## src/hw/rtl/wma_pkg.sv

```systemverilog
// wma_pkg: shared constants, types and state codes of the weighted moving average
// no dependencies; used by wma_cfg, wma_ctrl, wma_dp and weighted_moving_average

package wma_pkg;

  // window and field sizes
  localparam int TAPS       = 8;
  localparam int SAMPLE_W   = 16;
  localparam int WEIGHT_W   = 16;
  localparam int PROD_W     = SAMPLE_W + WEIGHT_W;
  localparam int ACC_W      = 35;
  localparam int AVG_W      = 35;
  localparam int WSUM_W     = WEIGHT_W + 4;
  localparam int CNT_W      = 4;
  localparam int TAP_IW     = (TAPS > 1) ? $clog2(TAPS) : 1;

  // divider: magnitude of the sum fits in ACC_W-1 bits
  localparam int QUO_W      = ACC_W - 1;
  localparam int REM_W      = WSUM_W;
  localparam int DIV_CW     = $clog2(QUO_W);

  // stream and register port sizes
  localparam int IN_TDATA_W  = ((SAMPLE_W + 7) / 8) * 8;
  localparam int OUT_TDATA_W = ((AVG_W + 7) / 8) * 8;
  localparam int CFG_DATA_W  = 64;
  localparam int CFG_ADDR_W  = 5;

  // register indexes (byte address / 8)
  localparam logic [1:0] REG_TAPS   = 2'd0;
  localparam logic [1:0] REG_W_LOW  = 2'd1;
  localparam logic [1:0] REG_W_HIGH = 2'd2;

  localparam logic [CNT_W-1:0]      TAPS_RST = CNT_W'(TAPS);
  localparam logic [CFG_DATA_W-1:0] W_RST    = 64'h0001_0001_0001_0001;

  typedef enum logic [2:0] {
    ST_IDLE,
    ST_CHECK,
    ST_MUL,
    ST_FLUSH,
    ST_DIVSET,
    ST_DIV,
    ST_DONE
  } state_t;

  typedef struct packed {
    logic [CNT_W-1:0]      taps;
    logic [CFG_DATA_W-1:0] w_low;
    logic [CFG_DATA_W-1:0] w_high;
  } cfg_t;

  typedef struct packed {
    logic load;
    logic mul;
    logic div_setup;
    logic div_step;
    logic emit;
  } cmd_t;

  typedef struct packed {
    logic window_full;
    logic last_tap;
    logic wsum_zero;
    logic div_last;
    logic out_free;
  } sts_t;

endpackage

```

## src/hw/rtl/weighted_moving_average.sv

```systemverilog
// weighted_moving_average: top level, register bank, sequencer and datapath
// depends on wma_pkg, wma_cfg, wma_ctrl, wma_dp
//
//  channel  | dir | bits                               | handshake
//  in_      | in  | tdata[15:0] sample, tuser restart  | tvalid/tready
//  out_     | out | tdata[34:0] average, tuser wsz     | tvalid/tready
//  cfg_     | in  | apb, 64-bit data, regs at 8*index  | psel/penable, pready high
//
// an item passes from acceptance through the window check, one multiply-accumulate per tap in use,
// a flush, the divider setup and 34 divider steps into the result register;
// a zero weight sum skips the divider, an item with the window not yet full gives no result.
// one item at a time; the next is taken while a result still waits in the output register.
// a result stalled on out_tready holds the sequencer before its hand-off.
// synchronous active-low reset clears window, fill count and registers to defaults.

module weighted_moving_average (
  input  logic                                 clk,
  input  logic                                 rst_n,
  input  logic                                 in_tvalid,
  output logic                                 in_tready,
  input  logic [wma_pkg::IN_TDATA_W-1:0]       in_tdata,   // [15:0] sample
  input  logic                                 in_tuser,   // [0] restart
  output logic                                 out_tvalid,
  input  logic                                 out_tready,
  output logic [wma_pkg::OUT_TDATA_W-1:0]      out_tdata,  // [34:0] average, [39:35] zero
  output logic                                 out_tuser,  // [0] weight_sum_zero
  input  logic                                 cfg_psel,
  input  logic                                 cfg_penable,
  input  logic                                 cfg_pwrite,
  input  logic [wma_pkg::CFG_ADDR_W-1:0]       cfg_paddr,
  input  logic [wma_pkg::CFG_DATA_W-1:0]       cfg_pwdata,
  output logic [wma_pkg::CFG_DATA_W-1:0]       cfg_prdata,
  output logic                                 cfg_pready
);

  wma_pkg::cfg_t                    cfg;
  wma_pkg::cmd_t                    cmd;
  wma_pkg::sts_t                    sts;
  wma_pkg::state_t                  state;
  logic signed [wma_pkg::AVG_W-1:0] average;

  wma_cfg u_cfg (
    .clk     (clk),
    .rst_n   (rst_n),
    .psel    (cfg_psel),
    .penable (cfg_penable),
    .pwrite  (cfg_pwrite),
    .paddr   (cfg_paddr),
    .pwdata  (cfg_pwdata),
    .prdata  (cfg_prdata),
    .pready  (cfg_pready),
    .cfg_o   (cfg)
  );

  wma_ctrl u_ctrl (
    .clk       (clk),
    .rst_n     (rst_n),
    .in_tvalid (in_tvalid),
    .in_tready (in_tready),
    .sts_i     (sts),
    .cmd_o     (cmd),
    .state_o   (state)
  );

  wma_dp u_dp (
    .clk           (clk),
    .rst_n         (rst_n),
    .cfg_i         (cfg),
    .cmd_i         (cmd),
    .sts_o         (sts),
    .in_sample     (in_tdata[wma_pkg::SAMPLE_W-1:0]),
    .in_restart    (in_tuser),
    .out_tready    (out_tready),
    .out_tvalid    (out_tvalid),
    .out_average   (average),
    .out_wsum_zero (out_tuser)
  );

  assign out_tdata = wma_pkg::OUT_TDATA_W'($unsigned(average));

`ifndef SYNTH
  // a zero weight sum always comes with a zero average
  a_wsz_zero: assert property (@(posedge clk) disable iff (!rst_n)
    out_tvalid && out_tuser |-> out_tdata[wma_pkg::AVG_W-1:0] == '0)
    else $error("weight_sum_zero result with nonzero average");

  // an accepted item always moves the sequencer out of idle
  a_busy: assert property (@(posedge clk) disable iff (!rst_n)
    in_tvalid && in_tready |=> state == wma_pkg::ST_CHECK)
    else $error("sequencer did not start on accepted item");

  // last divider step hands over to the result stage
  a_div_end: assert property (@(posedge clk) disable iff (!rst_n)
    state == wma_pkg::ST_DIV && sts.div_last |=> state == wma_pkg::ST_DONE)
    else $error("divider did not finish after its last step");

  // hand-off only into a free output register
  a_emit: assert property (@(posedge clk) disable iff (!rst_n)
    cmd.emit |-> !out_tvalid || out_tready)
    else $error("result written over a waiting item");
`endif

endmodule

```

## src/hw/rtl/wma_cfg.sv

```systemverilog
// wma_cfg: register bank behind the apb-style configuration port
// depends on wma_pkg

module wma_cfg (
  input  logic                              clk,
  input  logic                              rst_n,
  input  logic                              psel,
  input  logic                              penable,
  input  logic                              pwrite,
  input  logic [wma_pkg::CFG_ADDR_W-1:0]    paddr,
  input  logic [wma_pkg::CFG_DATA_W-1:0]    pwdata,
  output logic [wma_pkg::CFG_DATA_W-1:0]    prdata,
  output logic                              pready,
  output wma_pkg::cfg_t                     cfg_o
);

  logic [wma_pkg::CNT_W-1:0]      taps_r;
  logic [wma_pkg::CFG_DATA_W-1:0] w_low_r;
  logic [wma_pkg::CFG_DATA_W-1:0] w_high_r;
  logic [1:0]                     reg_idx;
  logic                           wr_en;

  assign reg_idx = paddr[4:3];
  assign pready  = 1'b1;
  assign wr_en   = psel & penable & pwrite & pready;

  always_ff @(posedge clk) begin
    if (!rst_n) begin
      taps_r   <= wma_pkg::TAPS_RST;
      w_low_r  <= wma_pkg::W_RST;
      w_high_r <= wma_pkg::W_RST;
    end else if (wr_en) begin
      case (reg_idx)
        wma_pkg::REG_TAPS:   taps_r   <= pwdata[wma_pkg::CNT_W-1:0];
        wma_pkg::REG_W_LOW:  w_low_r  <= pwdata;
        wma_pkg::REG_W_HIGH: w_high_r <= pwdata;
        default: ;
      endcase
    end
  end

  always_comb begin
    case (reg_idx)
      wma_pkg::REG_TAPS:   prdata = wma_pkg::CFG_DATA_W'(taps_r);
      wma_pkg::REG_W_LOW:  prdata = w_low_r;
      wma_pkg::REG_W_HIGH: prdata = w_high_r;
      default:             prdata = '0;
    endcase
  end

  assign cfg_o.taps   = taps_r;
  assign cfg_o.w_low  = w_low_r;
  assign cfg_o.w_high = w_high_r;

endmodule

```

## src/hw/rtl/wma_ctrl.sv

```systemverilog
// wma_ctrl: sequencer for load, multiply-accumulate, divide and result hand-off
// depends on wma_pkg

module wma_ctrl (
  input  logic              clk,
  input  logic              rst_n,
  input  logic              in_tvalid,
  output logic              in_tready,
  input  wma_pkg::sts_t     sts_i,
  output wma_pkg::cmd_t     cmd_o,
  output wma_pkg::state_t   state_o
);

  wma_pkg::state_t state_r, state_nxt;

  always_ff @(posedge clk) begin
    if (!rst_n) begin
      state_r <= wma_pkg::ST_IDLE;
    end else begin
      state_r <= state_nxt;
    end
  end

  always_comb begin
    state_nxt = state_r;
    cmd_o     = '0;
    in_tready = 1'b0;
    case (state_r)
      wma_pkg::ST_IDLE: begin
        in_tready  = 1'b1;
        cmd_o.load = in_tvalid;
        if (in_tvalid) state_nxt = wma_pkg::ST_CHECK;
      end
      wma_pkg::ST_CHECK: begin
        // too few samples since restart: item gives no result
        state_nxt = sts_i.window_full ? wma_pkg::ST_MUL : wma_pkg::ST_IDLE;
      end
      wma_pkg::ST_MUL: begin
        cmd_o.mul = 1'b1;
        if (sts_i.last_tap) state_nxt = wma_pkg::ST_FLUSH;
      end
      wma_pkg::ST_FLUSH: begin
        // last product still in flight into the accumulator
        state_nxt = wma_pkg::ST_DIVSET;
      end
      wma_pkg::ST_DIVSET: begin
        cmd_o.div_setup = 1'b1;
        state_nxt = sts_i.wsum_zero ? wma_pkg::ST_DONE : wma_pkg::ST_DIV;
      end
      wma_pkg::ST_DIV: begin
        cmd_o.div_step = 1'b1;
        if (sts_i.div_last) state_nxt = wma_pkg::ST_DONE;
      end
      wma_pkg::ST_DONE: begin
        if (sts_i.out_free) begin
          cmd_o.emit = 1'b1;
          state_nxt  = wma_pkg::ST_IDLE;
        end
      end
      default: state_nxt = wma_pkg::ST_IDLE;
    endcase
  end

  assign state_o = state_r;

endmodule

```

## src/hw/rtl/wma_dp.sv

```systemverilog
// wma_dp: sample window, serial multiply-accumulate, restoring divider, output register
// depends on wma_pkg; driven by wma_ctrl commands

module wma_dp (
  input  logic                                  clk,
  input  logic                                  rst_n,
  input  wma_pkg::cfg_t                         cfg_i,
  input  wma_pkg::cmd_t                         cmd_i,
  output wma_pkg::sts_t                         sts_o,
  input  logic signed [wma_pkg::SAMPLE_W-1:0]   in_sample,
  input  logic                                  in_restart,
  input  logic                                  out_tready,
  output logic                                  out_tvalid,
  output logic signed [wma_pkg::AVG_W-1:0]      out_average,
  output logic                                  out_wsum_zero
);

  localparam int CW = wma_pkg::CNT_W;

  logic signed [wma_pkg::SAMPLE_W-1:0] win_r [wma_pkg::TAPS];
  logic [CW-1:0]                       fill_r;
  logic [CW-1:0]                       n_r;
  logic [wma_pkg::TAP_IW-1:0]          idx_r;
  logic signed [wma_pkg::PROD_W-1:0]   prod_r;
  logic                                prod_vld_r;
  logic signed [wma_pkg::ACC_W-1:0]    acc_r;
  logic signed [wma_pkg::WSUM_W-1:0]   wsum_r;
  logic [wma_pkg::REM_W-1:0]           rem_r;
  logic [wma_pkg::QUO_W-1:0]           quo_r;
  logic [wma_pkg::REM_W-1:0]           dvs_r;
  logic                                neg_r;
  logic                                zero_r;
  logic [wma_pkg::DIV_CW-1:0]          div_cnt_r;
  logic                                out_vld_r;
  logic signed [wma_pkg::AVG_W-1:0]    out_avg_r;
  logic                                out_wsz_r;

  logic [CW-1:0]                       n_eff;
  logic [CW-1:0]                       fill_base;
  logic [CW-1:0]                       fill_nxt;
  logic [CW-1:0]                       win_idx;
  logic [2*wma_pkg::CFG_DATA_W-1:0]    w_all;
  logic signed [wma_pkg::WEIGHT_W-1:0] weight;
  logic signed [wma_pkg::SAMPLE_W-1:0] samp;
  logic signed [wma_pkg::ACC_W-1:0]    acc_abs;
  logic signed [wma_pkg::WSUM_W-1:0]   wsum_abs;
  logic [wma_pkg::REM_W-1:0]           trial;
  logic                                ge;
  logic [wma_pkg::QUO_W:0]             quo_ext;

  // zero taps counts as one, more than the window as the full window
  always_comb begin
    if (cfg_i.taps == '0) n_eff = CW'(1);
    else if (cfg_i.taps > CW'(wma_pkg::TAPS)) n_eff = CW'(wma_pkg::TAPS);
    else n_eff = cfg_i.taps;
  end

  assign fill_base = in_restart ? '0 : fill_r;
  assign fill_nxt  = (fill_base < CW'(wma_pkg::TAPS)) ? fill_base + CW'(1) : fill_base;

  // newest n samples sit at the top of the window
  assign win_idx = CW'(wma_pkg::TAPS) - n_r + CW'(idx_r);
  assign samp    = win_r[win_idx[wma_pkg::TAP_IW-1:0]];
  assign w_all   = {cfg_i.w_high, cfg_i.w_low};
  assign weight  = w_all[idx_r*wma_pkg::WEIGHT_W +: wma_pkg::WEIGHT_W];

  assign acc_abs  = acc_r[wma_pkg::ACC_W-1] ? -acc_r : acc_r;
  assign wsum_abs = wsum_r[wma_pkg::WSUM_W-1] ? -wsum_r : wsum_r;

  assign trial   = {rem_r[wma_pkg::REM_W-2:0], quo_r[wma_pkg::QUO_W-1]};
  assign ge      = trial >= dvs_r;
  assign quo_ext = {1'b0, quo_r};

  always_ff @(posedge clk) begin
    if (cmd_i.load) begin
      n_r    <= n_eff;
      idx_r  <= '0;
      acc_r  <= '0;
      wsum_r <= '0;
    end
    if (cmd_i.mul) begin
      prod_r <= samp * weight;
      wsum_r <= wsum_r + wma_pkg::WSUM_W'(weight);
      idx_r  <= idx_r + wma_pkg::TAP_IW'(1);
    end
    if (prod_vld_r) acc_r <= acc_r + wma_pkg::ACC_W'(prod_r);
    if (cmd_i.div_setup) begin
      neg_r     <= acc_r[wma_pkg::ACC_W-1] ^ wsum_r[wma_pkg::WSUM_W-1];
      zero_r    <= (wsum_r == '0);
      quo_r     <= acc_abs[wma_pkg::QUO_W-1:0];
      dvs_r     <= wsum_abs;
      rem_r     <= '0;
      div_cnt_r <= '0;
    end
    if (cmd_i.div_step) begin
      rem_r     <= ge ? trial - dvs_r : trial;
      quo_r     <= {quo_r[wma_pkg::QUO_W-2:0], ge};
      div_cnt_r <= div_cnt_r + wma_pkg::DIV_CW'(1);
    end
    if (cmd_i.emit) begin
      out_wsz_r <= zero_r;
      if (zero_r) out_avg_r <= '0;
      else if (neg_r) out_avg_r <= -$signed(quo_ext);
      else out_avg_r <= $signed(quo_ext);
    end
  end

  always_ff @(posedge clk) begin
    if (!rst_n) begin
      for (int i = 0; i < wma_pkg::TAPS; i++) win_r[i] <= '0;
      fill_r     <= '0;
      prod_vld_r <= 1'b0;
      out_vld_r  <= 1'b0;
    end else begin
      if (cmd_i.load) begin
        for (int i = 0; i < wma_pkg::TAPS - 1; i++) win_r[i] <= win_r[i+1];
        win_r[wma_pkg::TAPS-1] <= in_sample;
        fill_r <= fill_nxt;
      end
      prod_vld_r <= cmd_i.mul;
      if (cmd_i.emit) out_vld_r <= 1'b1;
      else if (out_tready) out_vld_r <= 1'b0;
    end
  end

  assign sts_o.window_full = fill_r >= n_r;
  assign sts_o.last_tap    = CW'(idx_r) == n_r - CW'(1);
  assign sts_o.wsum_zero   = wsum_r == '0;
  assign sts_o.div_last    = div_cnt_r == wma_pkg::DIV_CW'(wma_pkg::QUO_W - 1);
  assign sts_o.out_free    = !out_vld_r || out_tready;

  assign out_tvalid    = out_vld_r;
  assign out_average   = out_avg_r;
  assign out_wsum_zero = out_wsz_r;

endmodule

```

## config.mk

```make
export PLATFORM = sky130hd
export DESIGN_NAME = weighted_moving_average
export DESIGN_NICKNAME = d
export VERILOG_FILES = /design/src/hw/rtl/wma_pkg.sv /design/src/hw/rtl/weighted_moving_average.sv /design/src/hw/rtl/wma_cfg.sv /design/src/hw/rtl/wma_ctrl.sv /design/src/hw/rtl/wma_dp.sv
export SDC_FILE = /design/constraint.sdc
export NUM_CORES = 2
export LEC_CHECK = 0
export ABC_AREA = 1
export BUFFER_PORTS_ARGS = -buffer_cell sky130_fd_sc_hd__buf_2
export CAP_MARGIN = 10
export CELL_PAD_IN_SITES_DETAIL_PLACEMENT = 1
export CELL_PAD_IN_SITES_GLOBAL_PLACEMENT = 1
export CORE_UTILIZATION = 51
export CTS_CLUSTER_SIZE = 25
export DETAILED_ROUTE_END_ITERATION = 8
export HOLD_SLACK_MARGIN = 0.03
export PLACE_DENSITY_LB_ADDON = 0.1
export SLEW_MARGIN = 40
export SYNTH_ARGS = -nofsm -noshare
export SYNTH_HDL_FRONTEND = slang
export SYNTH_SLANG_ARGS = --single-unit
export TNS_END_PERCENT = 5
```

## constraint.sdc

```tcl
create_clock -name clk -period 23.8 [get_ports clk]
set_input_delay 4.76 -clock clk [delete_from_list [all_inputs] [get_ports clk]]
set_output_delay 4.76 -clock clk [all_outputs]
set_load 0.005 [all_outputs]
```

==> results.sh <==
export IMPL_grt_overflow=0
export IMPL_setup_violations=0
export IMPL_start_util_pct=51.92
export IMPL_async_flop_share_pct=0
export IMPL_die_w_microns=275.5
export IMPL_skew_ns=0.04289
export IMPL_num_rows=99
export IMPL_drive_gt1_share_pct=7.099
export IMPL_status="finished clean"
export IMPL_synth_xor_area_share_pct=1.841
export IMPL_fillCellCount=9251
export IMPL_clk_pin_slew_ns=0.06
export IMPL_path_max_fanout=34
export IMPL_synth_mux_area_share_pct=0.02953
export IMPL_io_pin_count=201
export IMPL_numCtsBuffers=55
export IMPL_antenna_found_initial=7
export IMPL_slew_headroom_pct=42.42
export IMPL_synth_area_per_cell_sq_um=7.765
export IMPL_slowest_delay_ns=0.47
export IMPL_ys_flop_type="edfxtp_1"
export IMPL_utilization_pct=56.67
export IMPL_grt_max_degree=105
export IMPL_fmax_mhz=88.80
export IMPL_required_ns=19.04
export IMPL_syn_inst=4911
export IMPL_min_path_type="reg2reg"
export IMPL_clock_sinks=480
export IMPL_rrSetupSlack_ns=14.36
export IMPL_htree_levels=2
export IMPL_synth_adder_area_share_pct=19.48
export IMPL_criticalPathCategory="in2out"
export IMPL_route_met3_wl_mm=5.188
export IMPL_routed_wl_mm=122.3
export IMPL_end_kind="primary output"
export IMPL_area_growth_pct=9.154
export IMPL_drt_pass1_iter_count=7
export IMPL_clock_latency_ns=0.64
export IMPL_cts_tree="done"
export IMPL_cts_hold_buf=0
export IMPL_nNetsFinal=5544
export IMPL_startpoint_type="input port"
export IMPL_cts_resized_gates=0
export IMPL_drc_errors=0
export IMPL_cp_common_cell="buf_2"
export IMPL_dieHeight_microns=275.5
export IMPL_grt_total_usage_pct=32.48
export IMPL_worst_pin_slew_ns=0.8616
export IMPL_io_buffer_count=191
export IMPL_hold_viol=0
export IMPL_cts_setup_buffers=0
export IMPL_final_area_sq_um=41630
export IMPL_dpl_instance_area_sq_um=39820
export IMPL_grt_first_pass_wirelength_mm=192.4
export IMPL_period_minus_slack_ns=11.26
export IMPL_cp_slowest_cell="o221ai_1"
export IMPL_met1Wirelength_mm=50.22
export IMPL_die_area_sq_um=75870
export IMPL_crit_arrival_ns=6.50
export IMPL_gp_congestion=0.9481
export IMPL_synth_top_family_by_area="simple AND/OR/NAND/NOR gates"
export IMPL_vias=33694
export IMPL_antenna_left=0
export IMPL_ys_ff_latch=480
export IMPL_yosysSeqAreaShare_pct=34.10
export IMPL_synth_edff_count=339
export IMPL_synth_area_sq_um=38140
export IMPL_synth_cell_types=51
export IMPL_routed_wl_met2_mm=61.45
export IMPL_fin_crit_sh_pct=47.31
export IMPL_cts_root_buf="clkbuf_16"
export IMPL_drv_cap=0
export IMPL_synthSimpleGateAreaFrac_pct=20.63
export IMPL_coreArea_sq_um=73450
export IMPL_routedWlPerCell_microns=20.32
export IMPL_finalSetupTns_ns=0
export IMPL_synth_compound_area_share_pct=12.58
export IMPL_crit_chain="buf_2 > inv_1 > nor2_2 > buf_4 > inv_2 > o221ai_1 > buf_2"
export IMPL_highest_layer="met5"
export IMPL_slew_viol_final=0
export IMPL_hpwl_mm=92.42
export IMPL_cts_buffer_depth=3
export IMPL_drtIter0Drc=1981
export IMPL_rsz0062_at_grt="no"
export IMPL_viasPerCell=5.597
export IMPL_grt_pass1_vias=35541
export IMPL_synth_warnings=0
[routing by layer]
metal  up-vias  GRT usage [%]
met5         -              0
met4         6          14.10
met3       284          3.410
met2       809          57.54
met1     16795          39.99
li1      15800              -
[worst paths after layout]
kind | start | end | depth (start not counted)
worst max register to register | u_dp.idx_r[0] | u_dp.prod_r[30] | 32
worst min register to register | u_cfg.w_low_r[42] | u_cfg.w_low_r[42] | 2
worst max-delay path | cfg_paddr[3] | cfg_prdata[1] | 7
worst min-delay path | u_cfg.w_low_r[42] | u_cfg.w_low_r[42] | 2
[registers in the layout (all words and copies together), names as in the netlist, 6 cells and up]
signal,cells
u_cfg.w_high_r,64
u_cfg.w_low_r,64
u_dp.acc_r,35
u_dp.div_cnt_r,6
u_dp.dvs_r,20
u_dp.out_average,35
u_dp.prod_r,32
u_dp.quo_r,34
u_dp.rem_r,19
u_dp.win_r,128
u_dp.wsum_r,20
[synth_stat cells (3+ instances only)]
library cell,n,area share (%)
nor3b_1,6,0.12
buf_4,10,0.20
edfxtp_1,339,27
clkbuf_1,93,0.92
nor3_1,38,0.50
nand2_2,10,0.16
a21o_1,8,0.16
nand2_1,1035,10
dfxtp_1,141,7.4
nand3b_1,12,0.24
nor2_1,621,6.1
a21oi_1,332,4.4
o21a_1,20,0.39
o22ai_1,30,0.49
nand3_1,147,1.9
a31oi_4,4,0.22
nor2_4,3,0.089
xor2_1,52,1.2
xnor2_1,25,0.57
nand4_1,48,0.79
inv_2,17,0.17
ha_1,168,5.5
and2_1,4,0.066
a31oi_1,7,0.11
buf_1,12,0.12
buf_2,52,0.68
buf_6,7,0.21
o21bai_1,21,0.41
nor2_2,6,0.098
fa_1,266,14
inv_1,916,9.0
nor4_1,9,0.15
a22o_1,32,0.73
o21ai_0,355,4.7
o211ai_1,39,0.77
and3_1,4,0.066
o221ai_1,4,0.092
[cells in the final DEF, fill, tap and decap left out, drive strengths merged, types with 8 or more instances in the layout]
master,count
a21o,8
a21oi,333
a22o,32
a31oi,13
buf,219
clkbuf,71
clkinv,15
dfxtp,141
edfxtp,339
fa,266
ha,168
inv,936
nand2,1046
nand3,147
nand3b,12
nand4,49
nor2,630
nor3,38
nor4,9
o211ai,39
o21a,20
o21ai,357
o21bai,21
o22ai,30
xnor2,25
xor2,53
[worst max-delay path: cells and delay by family]
kind / cells / cell delay (ns)
AND/OR/NAND/NOR: 1 / 0.06
AO/OA/AOI/OAI: 1 / 0.47
buffers and inverters: 5 / 1.16
[metrics by stage]
step | setup slack, ns | hold WS (ns) | cells
floorplan | 13.58 | 0.4244 | 4915
global placement | 12.60 | 0.4582 | 5918
detailed placement | 12.57 | 0.4662 | 5919
CTS | 12.56 | 0.4769 | 6016
global route | 12.48 | 0.5009 | 6020
finish | 12.54 | 0.4710 | 6020
[kinds of logic after synthesis]
group                    count (synthesis)
AND/OR/NAND/NOR                       1948
XOR/XNOR                                78
flip-flops                             480
adder cells (fa/ha/maj)                434
AO/OA/AOI/OAI                          860
buffers and inverters                 1108
other                                    2
multiplexers                             1
[area by class of cell]
type	count	area (sq um)	share of cell area, %
Tap cell	959	1200	2.883
Timing Repair Buffer	219	1211	2.910
Inverter	934	3511	8.434
Sequential cell	480	13000	31.24
Clock buffer	71	1476	3.547
Antenna cell	4	10.01	0.02405
Clock inverter	26	315.3	0.7575
Multi-Input combinational cell	3327	20900	50.21
Power is not shown: default switching activity piles up to over one toggle a cycle in this logic, so the estimate is an artifact.
